**src/rtl/sbe_div.sv**
```systemverilog
// ---------------------------------------------------------------------------
// sbe_div
// Signed 32-bit restoring divider, one quotient bit per cycle.
// ---------------------------------------------------------------------------
`default_nettype none
module sbe_div (
  input  wire logic        clk,
  input  wire logic        rst,
  input  wire logic        start,
  input  wire logic [31:0] dividend,
  input  wire logic [31:0] divisor,
  output logic             done,
  output logic [31:0]      quotient
);
  logic        busy;
  logic [5:0]  cnt;
  logic [31:0] rem, quo, dvs;
  logic        neg;
  logic [32:0] trial;

  assign trial = {rem[31:0], quo[31]} - {1'b0, dvs};

  always_ff @(posedge clk) begin
    done <= 1'b0;
    if (rst) begin
      busy <= 1'b0;
      cnt  <= '0;
    end else if (start) begin
      busy <= 1'b1;
      cnt  <= 6'd32;
      rem  <= '0;
      quo  <= dividend[31] ? (32'd0 - dividend) : dividend;
      dvs  <= divisor[31] ? (32'd0 - divisor) : divisor;
      neg  <= dividend[31] ^ divisor[31];
    end else if (busy) begin
      if (trial[32]) begin
        rem <= {rem[30:0], quo[31]};
        quo <= {quo[30:0], 1'b0};
      end else begin
        rem <= trial[31:0];
        quo <= {quo[30:0], 1'b1};
      end
      cnt <= cnt - 6'd1;
      if (cnt == 6'd1) begin
        busy <= 1'b0;
        done <= 1'b1;
      end
    end
  end

  assign quotient = neg ? (32'd0 - quo) : quo;
endmodule
`default_nettype wire

```
**config.mk**
```make
export PLATFORM = sky130hd
export DESIGN_NAME = sbe_div
export DESIGN_NICKNAME = d
export VERILOG_FILES = /design/src/rtl/sbe_div.sv
export SDC_FILE = /design/constraint.sdc
export NUM_CORES = 1
export LEC_CHECK = 0
export BUFFER_PORTS_ARGS = -buffer_cell sky130_fd_sc_hd__buf_2
export CAP_MARGIN = 15
export CORE_UTILIZATION = 65
export CTS_BUF_LIST = sky130_fd_sc_hd__clkbuf_8
export CTS_CLUSTER_SIZE = 10
export DETAILED_ROUTE_END_ITERATION = 12
export PLACE_DENSITY = 0.95
export SLEW_MARGIN = 15
export SYNTH_ARGS = -nofsm -noshare
export SYNTH_HDL_FRONTEND = slang
export SYNTH_SLANG_ARGS = --single-unit
```
**constraint.sdc**
```tcl
create_clock -name clk -period 8.5 [get_ports clk]
set_input_delay 1.7 -clock clk [delete_from_list [all_inputs] [get_ports clk]]
set_output_delay 1.7 -clock clk [all_outputs]
set_load 0.01 [all_outputs]
```
==> results of run 1 <==
state kept, by name (all words and copies together), names as in the netlist:
signal,count
neg,1
done,1
cnt,6
busy,1
rem,32
quo,32
dvs,32
power breakdown:
part | switching [mW] | internal, mW | leakage [nW] | total (mW)
sequential | 0.0352 | 0.627 | 0.989 | 0.663
clock | 0.179 | 0.145 | 0.0985 | 0.324
combinational | 0.307 | 0.226 | 2.42 | 0.532
stage by stage:
stage,cell area [um^2],cells,hold WS [ps],setup WS (ps)
global placement,8450,1052,474,3890
detailed placement,8450,1052,491,3800
CTS,8660,1068,505,3340
finish,8660,1068,507,3310
floorplan,7830,833,461,3030
global route,8660,1068,538,3070
placed cells by master (no fill, tap or decap), types with 9 or more instances in the layout:
master	instances
sky130_fd_sc_hd__a21o_1	10
sky130_fd_sc_hd__a21oi_1	57
sky130_fd_sc_hd__buf_2	99
sky130_fd_sc_hd__clkbuf_8	10
sky130_fd_sc_hd__edfxtp_1	97
sky130_fd_sc_hd__ha_1	37
sky130_fd_sc_hd__inv_1	53
sky130_fd_sc_hd__mux2i_1	31
sky130_fd_sc_hd__nand2_1	65
sky130_fd_sc_hd__nand2b_1	17
sky130_fd_sc_hd__nor2_1	87
sky130_fd_sc_hd__nor3_1	12
sky130_fd_sc_hd__o21ai_0	41
sky130_fd_sc_hd__o31ai_1	22
sky130_fd_sc_hd__o41ai_1	14
sky130_fd_sc_hd__or2_2	9
sky130_fd_sc_hd__or4_1	14
sky130_fd_sc_hd__xnor2_1	72
sky130_fd_sc_hd__xor2_1	51
routing by layer:
layer / global-route usage / up-vias / wire length (um)
met2: 0.525 / 327 / 9160
li1: - / 3178 / -
met1: 0.364 / 3145 / 7520
met3: 0.0653 / 65 / 1410
met4: 0.160 / 0 / 680
met5: 0 / - / 0
worst min-delay path: stages (launching register included):
cell	delay [ps]
sky130_fd_sc_hd__dfxtp_1	340
sky130_fd_sc_hd__nand2_1	70
sky130_fd_sc_hd__a21oi_1	60
kinds of logic after synthesis:
logic type	after synthesis
adder cells (fa/ha/maj)	38
AO/OA/AOI/OAI	187
XOR/XNOR	123
flip-flops	105
AND/OR/NAND/NOR	262
buffers and inverters	81
multiplexers	37
path summary, 6_finish.rpt:
kind / cells after the start / from / slack, ps / to
min: 2 / cnt[0] / 510 / cnt[0]
min reg2reg: 2 / cnt[0] / 510 / cnt[0]
max reg2reg: 13 / quo[31] / 4000 / rem[8]
max: 9 / quo[0] / 3310 / quotient[31]
area by class of cell:
cell class              count  area (um^2)  share of cell area
well taps                 143          179              0.0207
clock buffers              10          138              0.0159
flip-flops and latches    105         3070               0.355
inverters                  53          199              0.0230
clock inverters             6         67.6             0.00780
multi-input cells         647         4470               0.516
repair buffers            104          533              0.0616
synthesized netlist by cell type, drive strengths merged, types with 2 or more instances:
cell type	instances	area (um^2)
nor4	6	43.8
o21bai	3	22.5
ha	37	463
edfxtp	97	2910
a211oi	3	22.5
nand2b	17	106
nand2	65	244
a221oi	2	17.5
nand3b	6	45.0
buf	5	27.5
a21oi	57	285
clkbuf	23	86.3
xor2	51	447
a31oi	6	37.5
mux2i	31	310
o31ai	22	165
or4	16	128
a41oi	2	17.5
nand4	5	31.3
a21boi	4	30.0
o211ai	2	15.0
o21a	8	60.1
dfxtp	8	160
xnor2	72	631
o2111ai	2	17.5
nor2	88	330
and3	8	50.1
mux2	6	67.6
or3	8	61.3
nor2b	6	37.5
and2	3	18.8
o41ai	16	166
o21ai	41	205
nor3	13	65.1
a21o	10	75.1
inv	53	199
nand3	8	40.0
or2	10	65.1
==> flow_metrics.tcl, run 1 <==
set metrics [dict create \
    synth-main-ff-cell "sky130_fd_sc_hd__edfxtp_1" \
    diodes 0 \
    syn_avg_cell_area_um2 9.40 \
    tritoncts "yes" \
    outcome "complete, but fails checks" \
    worst-slew-pin-transition_ps 1030 \
    yosys_warnings 0 \
    synth_enable_flop_cells 97 \
    cts_max_level 3 \
    antenna_found_initial 0 \
    cp_top_family "simple AND/OR/NAND/NOR gates" \
    timing.hold.worst.class "register to register" \
    yosys_register_bits 105 \
    routed-via-count 6715 \
    synth_top_family_by_area "simple AND/OR/NAND/NOR gates" \
    synth-simple-area-share 0.165 \
    drtAntennaViolNets 0 \
    cts-root-buf "sky130_fd_sc_hd__clkbuf_8" \
    final-setup-viol-count 0 \
    synth.lib_cells_used.distinct 59 \
    yosysSeqAreaShare 0.392 \
    overflow 0 \
    worstSetupEndpointType "output port" \
    drt-vias-per-instance 6.29 \
    design.die.area_um2 12500 \
    nFillCells 763 \
    power.static_leakage_nw 3.51 \
    avgRoutedWirePerCell_um 17.6 \
    synth.area.mux_share 0.0482 \
    finish.utilization 0.749 \
    fin_worst_skew_ps 12.9 \
    totalNegativeSetupSlack_ps 0 \
    fin_total_pwr_mw 1.52 \
    path_class "register to output port" \
    cts_max_path_buffers 2 \
    core_region_area_um2 11600 \
    synthArstFlopShare 0 \
    rsz0062_at_grt "no" \
    path_buf_inv 1 \
    achievable-frequency_ghz 0.193 \
    final_count_of_pins_violating_max_slew 0 \
    tcrit_tclk_final 0.610 \
    worstSetupStartpointType "register" \
    max_cap_viol_count 0 \
    rows 39 \
    grt_max_degree 98 \
    drive_gt1_frac 0.160 \
    crit_arrival_ps 3490 \
    violations "design-rule violations" \
    synthToLayoutAreaGrowth_pct 10.5 \
    power.density_nw_per_um2 175 \
    post-route-drc-count 3 \
    floorplan.initialDensity 0.677 \
    slowest_stage "sky130_fd_sc_hd__or4_1" \
    dp_hpwl_mm 13.5 \
    layout_min_cycle_time_ps 5190 \
    synth-xor-area-share 0.138 \
    synth_compound_area_frac 0.155 \
    initialDrtViolationCount 580 \
    grt_use_total 0.307 \
    pin_count 100 \
    synthCells 833 \
    die_y_um 112 \
    critical_path_required_ps 6800 \
    grt_pass1_vias 6493 \
    die_width_um 112 \
    worst_skew_pair.late_latency_ps 380 \
    synth-adder-area-share 0.0617 \
    path_clk_slew_ps 100 \
    number_of_buffers_created_by_cts 9 \
    netlist_area_um2 7830 \
    max_slew_margin 0.310 \
    cp_slowest_stage_delay_ps 480 \
    timing_hold_violations_final 0 \
    finalWirelength_mm 18.8 \
    firstDrtPassIters 10 \
    place.port_buffers 99 \
    postCtsSetupRepairBufs 0 \
    finalWeightedCongestion 0.893 \
    ctsHoldBuffers 0 \
    cts_num_sinks 105 \
    cts_resized 0 \
    mappedNetlistNets 938 \
    worst_vdd_drop_uv 151 \
    grt_pass1_wl_mm 30.6 \
    final_net_count 1025 \
    highest_fanout_seen_on_the_critical_path 5 \
    critical_path_cell_by_cell "nor3_1, nand3_1, nor4_1, nand2_1, or3_1, or4_1, o41ai_1, xnor2_1, buf_2" \
]
No activity file was read; power rests on OpenSTA's default activity.
==> run 2, diff against run 1 <==
Settings changed: ABC_AREA set to 1, CORE_UTILIZATION 65 to 56, PLACE_DENSITY 0.95 to 0.88.
Clock period 8.5 ns to 4.52 ns, I/O delays scaled along.
==> flow_metrics.tcl, run 2 <==
set metrics [dict create \
    floorplan.initialDensity 0.570 \
    max_cap_viol_count 0 \
    power.net_switching_mw 1.38 \
    timing_hold_violations_final 0 \
    max_slew_margin 0.490 \
    timing.hold.worst.class "register to register" \
    die_width_um 132 \
    synthArstFlopShare 0 \
    finalWeightedCongestion 0.981 \
    intPower_mw 1.91 \
    totalNegativeSetupSlack_ps 0 \
    layout_min_cycle_time_ps 3560 \
    dp_hpwl_mm 18.7 \
    synth.lib_cells_used.distinct 42 \
    outcome "completed" \
    rows 47 \
    sw_frac_of_total 0.420 \
    cts-root-buf "sky130_fd_sc_hd__clkbuf_8" \
    power.static_leakage_nw 5.41 \
    drtAntennaViolNets 0 \
    worstSetupStartpointType "register" \
    worst_hold_path.endpoint "cnt[4]" \
    slowest_stage "sky130_fd_sc_hd__edfxtp_1" \
    grt_pass1_vias 8604 \
    clkPwrFrac 0.176 \
    cts_max_path_buffers 2 \
    path_class "register to output port" \
    tritoncts "yes" \
    worst_r2r_endpoint "rem[20]" \
    ctsHoldBuffers 0 \
    critical_path_cell_by_cell "inv_1, ha_1, nand3_1, nor2_1, nand3_1, nor2_2, nand3_1, o21ai_1, nand2_1, xor2_1, buf_2" \
    overflow 0 \
    finalNonFillerCells 1741 \
    post-route-drc-count 0 \
    cp_top_family "simple AND/OR/NAND/NOR gates" \
    min_delay_path_depth 2 \
    power.density_nw_per_um2 320 \
    launch_point_of_the_worst_reg_to_reg_path "quo[31]" \
    placed_cells 1724 \
    critical_path_required_ps 3620 \
    cts_max_level 3 \
    worst_skew_pair.late_latency_ps 400 \
    min_from "cnt[4]" \
    path_buf_inv 2 \
    power.share.combinational 0.432 \
    cts_num_sinks 105 \
    r2r.worst_path.cells 17 \
    avgRoutedWirePerCell_um 13.4 \
    synth_enable_flop_cells 97 \
    path_clk_slew_ps 120 \
    place.port_buffers 99 \
    postCtsSetupRepairBufs 0 \
    layout_top_registers "dvs x32, quo x32, rem x32" \
    worstSetupEndpointType "output port" \
    grt_use_total 0.277 \
    mostFrequentLayoutCell "sky130_fd_sc_hd__nand2_1" \
    synthToLayoutAreaGrowth_pct 9.02 \
    crit_arrival_ps 2650 \
    firstDrtPassIters 5 \
    pin_count 100 \
    die_y_um 132 \
    routed-via-count 9041 \
    fin_worst_skew_ps 18.9 \
    synth.largest_area_cell "sky130_fd_sc_hd__edfxtp_1" \
    worst-slew-pin-transition_ps 766 \
    number_of_buffers_created_by_cts 9 \
    synthMostInstantiatedCell "sky130_fd_sc_hd__nand2_1" \
    netlist_top_cells_area "sky130_fd_sc_hd__edfxtp_1 (31%), sky130_fd_sc_hd__nand2_1 (18%), sky130_fd_sc_hd__inv_1 (10%)" \
    finish.utilization 0.622 \
    design.die.area_um2 17300 \
    core_region_area_um2 16500 \
    initialDrtViolationCount 606 \
    finalWirelength_mm 23.4 \
    final_count_of_pins_violating_max_slew 0 \
    antenna_found_initial 0 \
    final-setup-viol-count 0 \
    cpMostUsedCell "sky130_fd_sc_hd__nand3_1" \
    grt_pass1_wl_mm 38.8 \
    grt_max_degree 71 \
    cp_slowest_stage_delay_ps 450 \
    worst_vdd_drop_uv 159 \
    tcrit_tclk_final 0.787 \
    final_net_count 1620 \
    cts_resized 0 \
    syn_avg_cell_area_um2 6.60 \
    regToRegSetupSlack_ps 1820 \
    synthCells 1428 \
    fin_total_pwr_mw 3.29 \
    drive_gt1_frac 0.102 \
    synth_top_cell_area_share 0.309 \
    mappedNetlistNets 1533 \
    netlist_area_um2 9420 \
    achievable-frequency_ghz 0.281 \
    drt-vias-per-instance 5.19 \
    layout_setup_ws_ps 963 \
    yosys_warnings 0 \
    synth-main-ff-cell "sky130_fd_sc_hd__edfxtp_1" \
    yosys_register_bits 105 \
    dp_slack_ps 1450 \
    netlist_top_cells_count "sky130_fd_sc_hd__nand2_1 (444), sky130_fd_sc_hd__inv_1 (258), sky130_fd_sc_hd__nor2_1 (182)" \
    layout_common_cells "sky130_fd_sc_hd__nand2_1 (443), sky130_fd_sc_hd__inv_1 (258), sky130_fd_sc_hd__nor2_1 (181), sky130_fd_sc_hd__buf_2 (99), sky130_fd_sc_hd__edfxtp_1 (97)" \
    rsz0062_at_grt "no" \
    yosysSeqAreaShare 0.326 \
    highest_fanout_seen_on_the_critical_path 4 \
    sequentialPowerShare 0.391 \
]
==> run 2: worst reg2reg max path: cells and delay by family, from the launching register on <==
kind	cells	cell delay (ps)
buf+inv	2	220
fa+ha+maj	2	640
flops	1	330
simple gates	13	1270
==> run 2: worst max-delay path by stage <==
stage	from	to	slack, ps	cells after the start
2_1_floorplan	start	quo[0]	490	5
3_3_place_gp	quo[0]	quotient[28]	1600	11
3_5_place_dp	quo[1]	quotient[28]	1450	11
4_1_cts	quo[1]	quotient[28]	990	11
5_1_grt	quo[1]	quotient[28]	720	11
6_report	quo[1]	quotient[28]	960	11
==> run 2: layer usage <==
layer	global-route usage	part of all wire	vias to the layer above
li1	-	-	4631
met1	0.327	0.42	4083
met2	0.493	0.48	275
met3	0.0440	0.059	52
met4	0.125	0.036	0
met5	0	0	-
==> run 2: kinds of logic (layout without fill, tap and decap cells) <==
logic type | Yosys count | in the layout | synth area share
AO/OA/AOI/OAI | 116 | 116 | 0.0669
XOR/XNOR | 87 | 87 | 0.0809
adder cells (fa/ha/maj) | 38 | 38 | 0.0513
buffers and inverters | 289 | 381 | 0.120
flip-flops | 105 | 105 | 0.326
other | 0 | 1 | 0
AND/OR/NAND/NOR | 793 | 793 | 0.355
==> run 2: layout make-up <==
| class | instances | area (um^2) |
|---|---|---|
| multi-input combinational | 1034 | 5220 |
| fill | 1417 | 6250 |
| clock inverter | 7 | 58.8 |
| inverter | 263 | 987 |
| tap | 220 | 275 |
| antenna | 1 | 2.50 |
| sequential | 105 | 3070 |
| timing repair buffer | 102 | 531 |
| clock buffer | 9 | 124 |
==> run 2: power by group through the flow <==
stage                     Clock [mW]  Sequential [mW]  Combinational [mW]
after floorplan                    0             1.28                1.08
after global placement             0             1.30                1.36
after detailed placement           0             1.31                1.40
after CTS                      0.584             1.29                1.41
after global routing           0.614             1.30                1.61
final                          0.580             1.29                1.42
==> run 2: metrics by stage <==
step | hold WS [ps] | cell area [um^2]
after floorplan | 465 | 9430
after global placement | 484 | 10100
after detailed placement | 499 | 10100
after CTS | 515 | 10300
after global routing | 554 | 10300
final | 510 | 10300
